==> config.mk <==
export PLATFORM = sky130hd
export DESIGN_NAME = joystick_deadzone_conditioner_top
export DESIGN_NICKNAME = d
export VERILOG_FILES = /design/src/rtl/jdc_pkg.sv /design/src/rtl/jdc_axis.sv /design/src/rtl/joystick_deadzone_conditioner_top.sv
export SDC_FILE = /design/constraint.sdc
export NUM_CORES = 1
export LEC_CHECK = 0
export BUFFER_PORTS_ARGS = -buffer_cell sky130_fd_sc_hd__buf_2
export CAP_MARGIN = 10
export CORE_AREA = 3 3 202 204
export CTS_BUF_LIST = sky130_fd_sc_hd__clkbuf_4
export DETAILED_ROUTE_END_ITERATION = 12
export DIE_AREA = 0 0 205 207
export GPL_ROUTABILITY_DRIVEN = 0
export PLACE_DENSITY_LB_ADDON = 0.2
export SLEW_MARGIN = 0
export SYNTH_ARGS = -nofsm -noshare
export SYNTH_HDL_FRONTEND = slang
export SYNTH_SLANG_ARGS = --single-unit
==> constraint.sdc <==
create_clock -name clk_i -period 20.4 [get_ports clk_i]
set_input_delay 4.08 -clock clk_i [delete_from_list [all_inputs] [get_ports clk_i]]
set_output_delay 4.08 -clock clk_i [all_outputs]
set_load 0.01 [all_outputs]
==> src/rtl/jdc_pkg.sv <==
`default_nettype none

package jdc_pkg;

  // conditioning constants
  localparam int CAL_SAMPLES = 5;
  localparam int DEAD_ZONE   = 200;
  localparam int FULL_SCALE  = 2000;
  localparam int OUT_SCALE   = 100;

  // field widths
  localparam int SAMPLE_W    = 12;
  localparam int POS_OUT_W   = 8;
  localparam int FLAGS_W     = 4;
  localparam int THR_W       = 7;
  localparam logic [THR_W-1:0] THR_RESET = THR_W'(50);

  // direction flag bits
  localparam int FLAG_X_POS  = 0;
  localparam int FLAG_X_NEG  = 1;
  localparam int FLAG_Y_POS  = 2;
  localparam int FLAG_Y_NEG  = 3;

  // calibration accumulator
  localparam int CNT_W       = $clog2(CAL_SAMPLES + 1);
  localparam int SUM_W       = $clog2(CAL_SAMPLES * (2 ** (SAMPLE_W - 1))) + 1;
  localparam int DIV_SHIFT   = 20;
  localparam longint DIV_RECIP = ((longint'(1) << DIV_SHIFT) + CAL_SAMPLES - 1) / CAL_SAMPLES;
  localparam int DIV_RECIP_W = $clog2(DIV_RECIP + 1);
  localparam int DIV_PROD_W  = SUM_W + DIV_RECIP_W;

  // axis datapath
  localparam int DIFF_W      = SAMPLE_W + 1;
  localparam int V_W         = SAMPLE_W + 2;
  localparam int SAT         = (FULL_SCALE < 4096) ? FULL_SCALE : 4096;
  localparam int SPAN        = FULL_SCALE - DEAD_ZONE;
  localparam int SPAN_SAFE   = (SPAN > 0) ? SPAN : 1;
  localparam int MAP_D_W     = $clog2(SPAN_SAFE + 1);
  localparam int MAP_SHIFT   = 2 * MAP_D_W;
  localparam longint MAP_MULT =
    ((longint'(OUT_SCALE) << MAP_SHIFT) + SPAN_SAFE - 1) / SPAN_SAFE;
  localparam int MAP_MULT_W  = $clog2(MAP_MULT + 1);
  localparam int MAP_PROD_W  = MAP_D_W + MAP_MULT_W;
  localparam int Q_W         = $clog2(OUT_SCALE + 1);
  localparam int POS_W       = Q_W + 1;

  // average of the calibration sum, truncated toward zero
  function automatic logic signed [SAMPLE_W-1:0] cal_average(
    input logic signed [SUM_W-1:0] sum
  );
    logic [SUM_W-1:0]      mag;
    logic [DIV_PROD_W-1:0] prod;
    logic [SAMPLE_W-1:0]   quo;
    mag  = sum[SUM_W-1] ? SUM_W'(-sum) : SUM_W'(sum);
    prod = DIV_PROD_W'(mag) * DIV_PROD_W'(DIV_RECIP);
    quo  = SAMPLE_W'(prod >> DIV_SHIFT);
    return sum[SUM_W-1] ? $signed(SAMPLE_W'(-quo)) : $signed(quo);
  endfunction

  // position narrowed to the output field
  function automatic logic [POS_OUT_W-1:0] pos_to_port(input logic signed [POS_W-1:0] pos);
    logic signed [31:0] wide;
    wide = 32'(pos);
    return wide[POS_OUT_W-1:0];
  endfunction

endpackage

`default_nettype wire

==> src/rtl/jdc_axis.sv <==
`default_nettype none

module jdc_axis
  import jdc_pkg::*;
(
  input  wire logic signed [SAMPLE_W-1:0] sample_i,
  input  wire logic signed [SAMPLE_W-1:0] offset_i,
  output logic signed [POS_W-1:0]         pos_o
);

  logic signed [DIFF_W-1:0] diff;
  logic signed [V_W-1:0]    sat;
  logic signed [V_W-1:0]    neg;
  logic signed [31:0]       live_dist;
  logic [MAP_D_W-1:0]       d;
  logic [MAP_PROD_W-1:0]    prod;
  logic [Q_W-1:0]           q;

  always_comb begin
    diff = DIFF_W'(sample_i) - DIFF_W'(offset_i);
    if (diff > SAT) begin
      sat = V_W'(SAT);
    end else if (diff < -SAT) begin
      sat = V_W'(-SAT);
    end else begin
      sat = V_W'(diff);
    end
    neg = -sat;

    // distance into the live range of the active side
    if (neg > 0) begin
      live_dist = (neg < DEAD_ZONE) ? 32'sd0 : (32'(neg) - DEAD_ZONE);
    end else begin
      live_dist = (neg > -DEAD_ZONE) ? (FULL_SCALE - DEAD_ZONE) : (32'(neg) + FULL_SCALE);
    end
    d    = MAP_D_W'(live_dist);
    prod = MAP_PROD_W'(d) * MAP_PROD_W'(MAP_MULT);
    q    = Q_W'(prod >> MAP_SHIFT);

    if (neg == 0) begin
      pos_o = '0;
    end else if (SPAN <= 0) begin
      pos_o = (neg > 0) ? POS_W'(OUT_SCALE) : POS_W'(-OUT_SCALE);
    end else if (neg > 0) begin
      pos_o = $signed({1'b0, q});
    end else begin
      pos_o = $signed({1'b0, q}) - POS_W'(OUT_SCALE);
    end
  end

endmodule

`default_nettype wire

==> src/rtl/joystick_deadzone_conditioner_top.sv <==
// channel   | valid       | stall       | payload
// ----------+-------------+-------------+---------------------------------------------
// input     | in_valid_i  | in_stall_o  | action_i, x_sample_i, y_sample_i
// output    | out_valid_o | out_stall_i | x_position_o, y_position_o,
//           |             |             | direction_flags_o, calibration_done_o
// config    | cfg_we_i    | -           | cfg_wdata_i (press threshold)
//
// one transaction per cycle while the output is not stalled; a transaction passes
// through the input register and then the result register
// an input register feeds the axis mappers, the result register holds the output
// reset clears the threshold to its default, the offsets, sums and calibration count
// a stalled output holds its transaction; the input register still takes one more
// transaction and stalls only when it is full and cannot move forward

`default_nettype none

module joystick_deadzone_conditioner_top
  import jdc_pkg::*;
(
  input  wire logic                       clk_i,
  input  wire logic                       rst_ni,

  input  wire logic                       cfg_we_i,
  input  wire logic [THR_W-1:0]           cfg_wdata_i,

  input  wire logic                       in_valid_i,
  output logic                            in_stall_o,
  input  wire logic                       action_i,
  input  wire logic signed [SAMPLE_W-1:0] x_sample_i,
  input  wire logic signed [SAMPLE_W-1:0] y_sample_i,

  output logic                            out_valid_o,
  input  wire logic                       out_stall_i,
  output logic [POS_OUT_W-1:0]            x_position_o,
  output logic [POS_OUT_W-1:0]            y_position_o,
  output logic [FLAGS_W-1:0]              direction_flags_o,
  output logic                            calibration_done_o
);

  // input register
  logic                       s1_valid_q;
  logic                       s1_action_q;
  logic signed [SAMPLE_W-1:0] s1_x_q, s1_y_q;

  // configuration and calibration state
  logic [THR_W-1:0]           thr_q;
  logic [CNT_W-1:0]           cal_count_q, cal_count_d;
  logic signed [SUM_W-1:0]    x_sum_q, x_sum_d, y_sum_q, y_sum_d;
  logic signed [SAMPLE_W-1:0] x_offset_q, x_offset_d, y_offset_q, y_offset_d;

  // result register
  logic                       out_valid_q;
  logic [POS_OUT_W-1:0]       x_pos_q, x_pos_d, y_pos_q, y_pos_d;
  logic [FLAGS_W-1:0]         flags_q, flags_d;
  logic                       done_q, done_d;

  logic                       advance;
  logic                       in_accept;
  logic [CNT_W-1:0]           cnt_inc;
  logic signed [SUM_W-1:0]    x_sum_add, y_sum_add;
  logic signed [POS_W-1:0]    x_pos, y_pos;

  // the input register moves forward when the result register is free or draining
  assign advance    = s1_valid_q && (!out_valid_q || !out_stall_i);
  assign in_stall_o = s1_valid_q && !advance;
  assign in_accept  = in_valid_i && !in_stall_o;

  jdc_axis u_axis_x (
    .sample_i (s1_x_q),
    .offset_i (x_offset_q),
    .pos_o    (x_pos)
  );

  jdc_axis u_axis_y (
    .sample_i (s1_y_q),
    .offset_i (y_offset_q),
    .pos_o    (y_pos)
  );

  always_comb begin
    cnt_inc    = cal_count_q + CNT_W'(1);
    x_sum_add  = x_sum_q + SUM_W'(s1_x_q);
    y_sum_add  = y_sum_q + SUM_W'(s1_y_q);

    cal_count_d = cal_count_q;
    x_sum_d     = x_sum_q;
    y_sum_d     = y_sum_q;
    x_offset_d  = x_offset_q;
    y_offset_d  = y_offset_q;
    x_pos_d     = '0;
    y_pos_d     = '0;
    flags_d     = '0;
    done_d      = 1'b0;

    if (s1_action_q) begin
      // calibration transaction: accumulate, and average on the last one
      if (cnt_inc >= CNT_W'(CAL_SAMPLES)) begin
        x_offset_d  = cal_average(x_sum_add);
        y_offset_d  = cal_average(y_sum_add);
        x_sum_d     = '0;
        y_sum_d     = '0;
        cal_count_d = '0;
        done_d      = 1'b1;
      end else begin
        x_sum_d     = x_sum_add;
        y_sum_d     = y_sum_add;
        cal_count_d = cnt_inc;
      end
    end else begin
      // normal transaction: flags use the full-width position, signed compare
      x_pos_d = pos_to_port(x_pos);
      y_pos_d = pos_to_port(y_pos);
      flags_d[FLAG_X_POS] = int'(x_pos) > int'(thr_q);
      flags_d[FLAG_X_NEG] = int'(x_pos) < -int'(thr_q);
      flags_d[FLAG_Y_POS] = int'(y_pos) > int'(thr_q);
      flags_d[FLAG_Y_NEG] = int'(y_pos) < -int'(thr_q);
    end
  end

  // control state
  always_ff @(posedge clk_i or negedge rst_ni) begin
    if (!rst_ni) begin
      s1_valid_q  <= 1'b0;
      out_valid_q <= 1'b0;
      thr_q       <= THR_RESET;
      cal_count_q <= '0;
      x_sum_q     <= '0;
      y_sum_q     <= '0;
      x_offset_q  <= '0;
      y_offset_q  <= '0;
    end else begin
      if (cfg_we_i) begin
        thr_q <= cfg_wdata_i;
      end
      if (in_accept) begin
        s1_valid_q <= 1'b1;
      end else if (advance) begin
        s1_valid_q <= 1'b0;
      end
      if (advance) begin
        out_valid_q <= 1'b1;
        cal_count_q <= cal_count_d;
        x_sum_q     <= x_sum_d;
        y_sum_q     <= y_sum_d;
        x_offset_q  <= x_offset_d;
        y_offset_q  <= y_offset_d;
      end else if (!out_stall_i) begin
        out_valid_q <= 1'b0;
      end
    end
  end

  // payload registers
  always_ff @(posedge clk_i) begin
    if (in_accept) begin
      s1_action_q <= action_i;
      s1_x_q      <= x_sample_i;
      s1_y_q      <= y_sample_i;
    end
    if (advance) begin
      x_pos_q <= x_pos_d;
      y_pos_q <= y_pos_d;
      flags_q <= flags_d;
      done_q  <= done_d;
    end
  end

  assign out_valid_o        = out_valid_q;
  assign x_position_o       = x_pos_q;
  assign y_position_o       = y_pos_q;
  assign direction_flags_o  = flags_q;
  assign calibration_done_o = done_q;

  // calibration results carry no position or flags
  a_cal_quiet: assert property (@(posedge clk_i) disable iff (!rst_ni)
    out_valid_o && calibration_done_o |->
      x_position_o == '0 && y_position_o == '0 && direction_flags_o == '0)
    else $error("calibration transaction carries position data");

  // an axis cannot be pressed both ways
  a_flags_excl: assert property (@(posedge clk_i) disable iff (!rst_ni)
    out_valid_o |-> !(direction_flags_o[FLAG_X_POS] && direction_flags_o[FLAG_X_NEG]) &&
                    !(direction_flags_o[FLAG_Y_POS] && direction_flags_o[FLAG_Y_NEG]))
    else $error("opposite direction flags both set");

  // calibration count wraps before reaching the sample count
  a_cnt_range: assert property (@(posedge clk_i) disable iff (!rst_ni)
    cal_count_q < CNT_W'(CAL_SAMPLES))
    else $error("calibration count out of range");

  // input stalls only while the input register holds a transaction
  a_stall_full: assert property (@(posedge clk_i) disable iff (!rst_ni)
    in_stall_o |-> s1_valid_q && out_valid_q && out_stall_i)
    else $error("input stalled with room to move");

  // offsets change only on a completing calibration transaction
  a_offset_hold: assert property (@(posedge clk_i) disable iff (!rst_ni)
    !(advance && s1_action_q && cnt_inc >= CNT_W'(CAL_SAMPLES)) |=>
      $stable(x_offset_q) && $stable(y_offset_q))
    else $error("offset changed outside calibration");

endmodule

`default_nettype wire

==> results of run 1 <==
-- critical path: cells and delay by family (launching register included) --
family | cells | cell delay [ps]
AOI/OAI and AO/OA | 27 | 6160
adders and majority gates | 13 | 5040
and+or+nand+nor | 14 | 2740
DFF | 1 | 400
buffers and inverters | 2 | 270
-- cell type report --
cell class,instances,area share
Multi-Input combinational cell,2003,0.759
Sequential cell,112,0.124
Inverter,437,0.0672
Tap cell,525,0.0269
Timing Repair Buffer,70,0.0155
Clock inverter,6,0.00390
Clock buffer,10,0.00308
Antenna cell,3,0.000308
-- worst max path at each step --
stage,to,depth (start not counted),startpoint
final,direction_flags_o[3]$_SDFFCE_PP0P_,56,s1_y_q[0]$_DFFE_PP_
after global routing,direction_flags_o[3]$_SDFFCE_PP0P_,56,s1_y_q[0]$_DFFE_PP_
after CTS,direction_flags_o[3]$_SDFFCE_PP0P_,56,s1_y_q[0]$_DFFE_PP_
after detailed placement,direction_flags_o[3]$_SDFFCE_PP0P_,56,s1_y_q[0]$_DFFE_PP_
after global placement,direction_flags_o[3]$_SDFFCE_PP0P_,56,s1_y_q[0]$_DFFE_PP_
after floorplan,direction_flags_o[3]$_SDFFCE_PP0P_,57,s1_y_q[0]$_DFFE_PP_
-- cells by family after synthesis --
group	after synthesis	share of synthesized area
AOI/OAI and AO/OA	516	0.154
buffers and inverters	479	0.0803
xor gates and xnor gates	167	0.0637
adders and majority gates	679	0.426
DFF	112	0.130
and+or+nand+nor	625	0.139
muxes	16	0.00732
-- sequential cells by signal (all words and copies together), names as in the netlist --
signal / flops
x_sum_q: 15
y_sum_q: 15
s1_x_q: 12
s1_y_q: 12
x_offset_q: 12
y_offset_q: 12
x_position_o: 8
y_position_o: 8
thr_q: 7
direction_flags_o: 4
cal_count_q: 3
calibration_done_o: 1
out_valid_o: 1
s1_action_q: 1
s1_valid_q: 1
-- synthesized netlist by cell type (23+ instances only) --
cell type	n	area share
o21ai_0	105	0.022
a22o_1	32	0.012
nor2b_1	36	0.0096
ha_1	481	0.26
xnor2_1	111	0.041
or2_2	23	0.0061
nand3_1	57	0.012
fa_1	198	0.17
nand4_1	25	0.0067
nand2_1	154	0.025
xor2_1	53	0.020
o21a_1	25	0.0080
a21o_1	39	0.012
nor2_1	111	0.018
dfrtp_1	63	0.067
and2_1	23	0.0061
a21oi_1	119	0.025
nor3_1	53	0.011
inv_1	436	0.070
nand2b_1	35	0.0093
edfxtp_1	46	0.059
clkbuf_1	31	0.0050
-- metal layers --
metal / part of all wire / track usage / routed length [um]
met2: 0.48 / 0.436 / 25700
met4: 0.019 / 0.0563 / 1000
met3: 0.035 / 0.0198 / 1840
met1: 0.46 / 0.345 / 24600
met5: 0 / 0 / 0
-- stage by stage --
step           std cells  cell area, um^2  hold slack [ps]
6_report            3166            24400              501
5_1_grt             3166            24400              533
4_1_cts             3163            24400              509
3_5_place_dp        3147            24200              470
3_3_place_gp        3147            24200              462
2_1_floorplan       2594            23400              449
==> impl_results.md, run 1 <==
- Outcome: complete, no violations
- Clock buffer depth: 2
- CP max-delay cell: fa_1
- Critical Path RT: 20,620 ps
- CTS H-tree depth: 3
- Async set or reset register ratio after synthesis: 0.589
- Crit Path Class: reg2reg
- Worst Hold Class: reg2reg
- Post-detail-place hpwl: 45.4 mm
- CTS Root Cell: clkbuf_4
- DR iter-0 viols: a little under 900
- Tmin final: between 10,000 and 15,000 ps
- Die footprint: approximately 0.042 mm^2
- Vias: about 18k
- Initial Utilization: 0.594
- Crit. End Element: flop
- Postcts setup bufs: 0
- Setup ws final: 5520 ps
- Max Freq: approximately 0.067 GHz
- Syn_area_per_cell: 9.03 um^2
- Hold Path Origin: y_offset_q[7]$_DFFE_PN0P_
- Num CTS Buffers: 9
- Sum Neg Setup Slack: 0 ps
- Layout area overhead: 4.18%
- Wirelength per Cell: 16.8 um
- RR Startpoint: s1_y_q[0]$_DFFE_PP_
- Count of cell types in the netlist: about 110
- Final nets: 3,349
- Reg2reg setup slack: ~5500 ps
- Slew HR: 0.232
- Vias/cell: just under 6
- Hold EP: y_offset_q[7]$_DFFE_PN0P_
- Commonest non-fill, non-tap cells in the layout: ha_1, inv_1, fa_1
- Clock Skew: 26.7 ps
- Num rows: between 70 and 80
- Startpoint types: flop
- Final Core Density: 0.619
- Worst r2r path cells: 56
- Max FO, Critical Path: 22
- RSZ-0062 raised after global routing: no
- Largest net degree at the start of global routing: 67
- Worst Hold Depth: 2
- Fin. max-slew vios: 0
- First-pass iteration count of the detailed router: 6
- Chip Width: 205 um
- Tcrit/Tclk final: 0.730
- Share of layout cells above drive strength 1: 0.0622
- First-pass GRT wire length: around 90 mm
- PortBufs: slightly below 60
- Final Hold Viols: 0
- Max cap viols: 0
- #FFs+latches synth: around 110
- Final setup vio count: 0
- Global route overflow: 0
- Most common cell after layout, fill and taps aside: ha_1
- Multi-input logic area: 0.0185 mm^2
- Post-synth EDFFs: 46
- Number of fill cells in the layout: between 3k and 4k
- Core area: approximately 0.039 mm^2
- Register area: approximately 0.0030 mm^2
- Post-cts sizing count: 0
- Die height: ~210 um
- Hold Buf Count CTS: 0
- Yosys synthesis warning count: 0
- Num Clock Sinks: 112
- Clk Latency, worst-skew pair: 510 ps
- Post-synthesis sequential area ratio: 0.130
- FF-to-FF End: direction_flags_o[3]$_SDFFCE_PP0P_
- WL final: around 53 mm
- Crit path largest cell delay: a little under 600 ps
- Most used cell, CP: a21oi_1
- Worst slack, placed: roughly 5800 ps
- Total GRT Usage: 0.252
- ANT nets after route: 0
- Number of global-route vias before repair: between 15k and 20k
- Least-Margin Pin Slew: ~1100 ps
- Initial antenna violation count: 2
- Syn_nets: 3,310
- # DRC: 0
- Cell Area, Synth: between 0.02 and 0.025 mm^2
- CTS tree: yes
- CTS clk-pin slew, worst paths: approximately 180 ps
- I/O Pins: 60
- Synth Flop Type: dfrtp_1
- Post-synthesis cell count: around 2.6k
- Worst Path Arrival: between 15,000 and 20,000 ps
Power of run 1 is not shown: default switching activity piles up to over one toggle a cycle in this logic, so the estimate is an artifact.
==> run 2, diff against run 1 <==
- clock period: 20.4 -> 12.7 ns (I/O delays scaled with it)
==> run 2 against run 1 <==
Compared with the run above:
- first-iteration DRC count is 15% higher
- utilization is 3.8 points higher
- die area stayed put
- register-to-register slack worse by 5100 ps
- critical path depth stayed put
- clock skew is 3.8 ps lower
- final cell count is 2.6% higher
- flip-flop and latch count stayed put
- routed wire length is 4.7% higher
- highest routed layer unchanged
==> impl_results.md, run 2 (synthesis gave the netlist of run 1 again) <==
- Outcome: complete, no violations (unchanged)
- Startpoint types: flop (unchanged)
- Initial antenna violation count: 1 (was 2)
- CTS tree: yes (unchanged)
- PortBufs: 59 (unchanged)
- Crit Path Class: reg2reg (unchanged)
- Reg2reg setup slack: 420 ps (was 5520 ps)
- Hold EP: y_offset_q[5]$_DFFE_PN0P_ (was y_offset_q[7]$_DFFE_PN0P_)
- Fin. max-slew vios: 0 (unchanged)
- Core area: 0.0395 mm^2 (unchanged)
- Final Core Density: 0.656 (was 0.619)
- Initial Utilization: 0.594 (unchanged)
- Max Freq: 0.0815 GHz (was 0.0672 GHz)
- Placed standard-cell area: 0.0246 mm^2 (was 0.0242 mm^2)
- CTS clk-pin slew, worst paths: 190 ps (was 180 ps)
- Wirelength per Cell: 17.1 um (was 16.8 um)
- Tmin final: 12,280 ps (was 14,880 ps)
- Worst r2r path cells: 56 (unchanged)
- WL final: 55.6 mm (was 53.1 mm)
- Hold Buf Count CTS: 0 (unchanged)
- Chip Width: 205 um (unchanged)
- DR iter-0 viols: 997 (was 869)
- Most common cell after layout, fill and taps aside: ha_1 (unchanged)
- FF-to-FF End: direction_flags_o[1]$_SDFFCE_PP0P_ (was direction_flags_o[3]$_SDFFCE_PP0P_)
- Num Clock Sinks: 112 (unchanged)
- Clock buffer depth: 2 (unchanged)
- RR Startpoint: s1_x_q[0]$_DFFE_PP_ (was s1_y_q[0]$_DFFE_PP_)
- Vias: 19.1k (was 18.5k)
- Biggest regs: x_sum_q: 15 flops, y_sum_q: 15 flops (unchanged)
- Die height: 207 um (unchanged)
- Global route overflow: 0 (unchanged)
- Largest net degree at the start of global routing: 67 (unchanged)
- CTS H-tree depth: 3 (unchanged)
- Num CTS Buffers: 9 (unchanged)
- Clock Skew: 23.0 ps (was 26.7 ps)
- Post-detail-place hpwl: 45.4 mm (about the same)
- First-pass GRT wire length: 90.2 mm (was 89.6 mm)
- First-pass iteration count of the detailed router: 5 (was 6)
- Final Cell Area: 0.0259 mm^2 (was 0.0244 mm^2)
- Worst Hold Class: reg2reg (unchanged)
- Commonest non-fill, non-tap cells in the layout: ha_1, inv_1, fa_1 (unchanged)
- Max cap viols: 0 (unchanged)
- Final setup vio count: 0 (unchanged)
- Sum Neg Setup Slack: 0 ps (unchanged)
- ANT nets after route: 0 (unchanged)
- Tcrit/Tclk final: 0.967 (was 0.730)
- CP max-delay cell: fa_1 (unchanged)
- Hold_ws: 503 ps (was 501 ps)
- Crit. End Element: flop (unchanged)
- Critical Path RT: 13,110 ps (was 20,620 ps)
- Final Hold Viols: 0 (unchanged)
- CTS Root Cell: clkbuf_4 (unchanged)
- Slew HR: 0.333 (was 0.232)
- Die footprint: 0.0424 mm^2 (unchanged)
- Number of global-route vias before repair: 19.0k (about the same)
- Num rows: 73 (unchanged)
- Final nets: 3,432 (was 3,349)
- Crit path largest cell delay: 560 ps (was 590 ps)
- Least-Margin Pin Slew: 985 ps (was 1150 ps)
- Max FO, Critical Path: 7 (was 22)
- Clk Latency, worst-skew pair: 530 ps (was 510 ps)
- I/O Pins: 60 (unchanged)
- Worst Hold Depth: 2 (unchanged)
- # DRC: 0 (unchanged)
- Total GRT Usage: 0.253 (was 0.252)
- Vias/cell: 5.87 (was 5.83)
- Layout area overhead: 10.5% (was 4.18%)
- Share of layout cells above drive strength 1: 0.140 (was 0.0622)
- Hold Path Origin: y_offset_q[5]$_DFFE_PN0P_ (was y_offset_q[7]$_DFFE_PN0P_)
- Worst Path Arrival: 12,680 ps (was 15,100 ps)
-- run 2: changes by cell type in the layout (fill, tap and decap cells not counted), moves of 6 or more --
cell / change
buf_4: +81
ha_1: -34
ha_4: +25
a21oi_1: -19
a21oi_2: +18
fa_1: -11
fa_2: +11
ha_2: +9
o21ai_0: -8
inv_1: -6
inv_2: +6
-- run 2: worst max-delay path: cells and delay by family, from the launching register on --
kind,cells,cell delay (ps)
compound gates,20,4040
xor+xnor,2,350
fa+ha+maj,11,3640
buf+inv,6,680
flops,1,430
mux,1,190
simple gates,16,2780
-- run 2: worst max path at each step --
| stage | cells past startpoint | slack (ps) | endpoint | startpoint |
|---|---|---|---|---|
| 2_1_floorplan | 57 | 2 | direction_flags_o[3]$_SDFFCE_PP0P_ | s1_y_q[0]$_DFFE_PP_ |
| 3_3_place_gp | 58 | 260 | direction_flags_o[3]$_SDFFCE_PP0P_ | s1_y_q[0]$_DFFE_PP_ |
| 3_5_place_dp | 58 | -140 | direction_flags_o[1]$_SDFFCE_PP0P_ | s1_x_q[0]$_DFFE_PP_ |
| 4_1_cts | 58 | 1 | direction_flags_o[3]$_SDFFCE_PP0P_ | s1_y_q[0]$_DFFE_PP_ |
| 5_1_grt | 58 | -160 | direction_flags_o[1]$_SDFFCE_PP0P_ | s1_x_q[0]$_DFFE_PP_ |
| 6_report | 56 | 420 | direction_flags_o[1]$_SDFFCE_PP0P_ | s1_x_q[0]$_DFFE_PP_ |
-- run 2: area by class of cell --
| cell class | instances | area, um^2 |
|---|---|---|
| Antenna cell | 3 | 7.51 |
| Clock buffer | 10 | 75.1 |
| Clock inverter | 6 | 77.6 |
| Fill cell | 3195 | 13600 |
| Inverter | 437 | 1640 |
| Multi-Input combinational cell | 2003 | 19400 |
| Sequential cell | 112 | 3040 |
| Tap cell | 525 | 657 |
| Timing Repair Buffer | 153 | 1010 |
-- run 2: timing repair --
| action | in CTS | in global routing |
|---|---|---|
| gates resized for setup | 8 | 148 |
| pin swaps | 2 | 54 |
| endpoints found under the setup margin | 3 | 9 |
| hold endpoints to repair | 0 | 0 |
| setup buffers | 1 | 40 |
-- run 2: stage by stage --
| stage | worst slack, ps | instances |
|---|---|---|
| floorplan | 1.53 | 2594 |
| global placement | 264 | 3189 |
| detailed placement | -138 | 3189 |
| CTS | 1.38 | 3206 |
| global route | -162 | 3248 |
| finish | 423 | 3249 |
-- run 2: metal layers --
layer	vias to the layer above	routed length (um)	GRT usage	part of all wire
li1	9237	-	-	-
met1	9257	25000	0.344	0.45
met2	468	27300	0.441	0.49
met3	111	2150	0.0190	0.039
met4	0	1240	0.0577	0.022
met5	-	0	0	0
Power of run 2 is left out for the same reason.
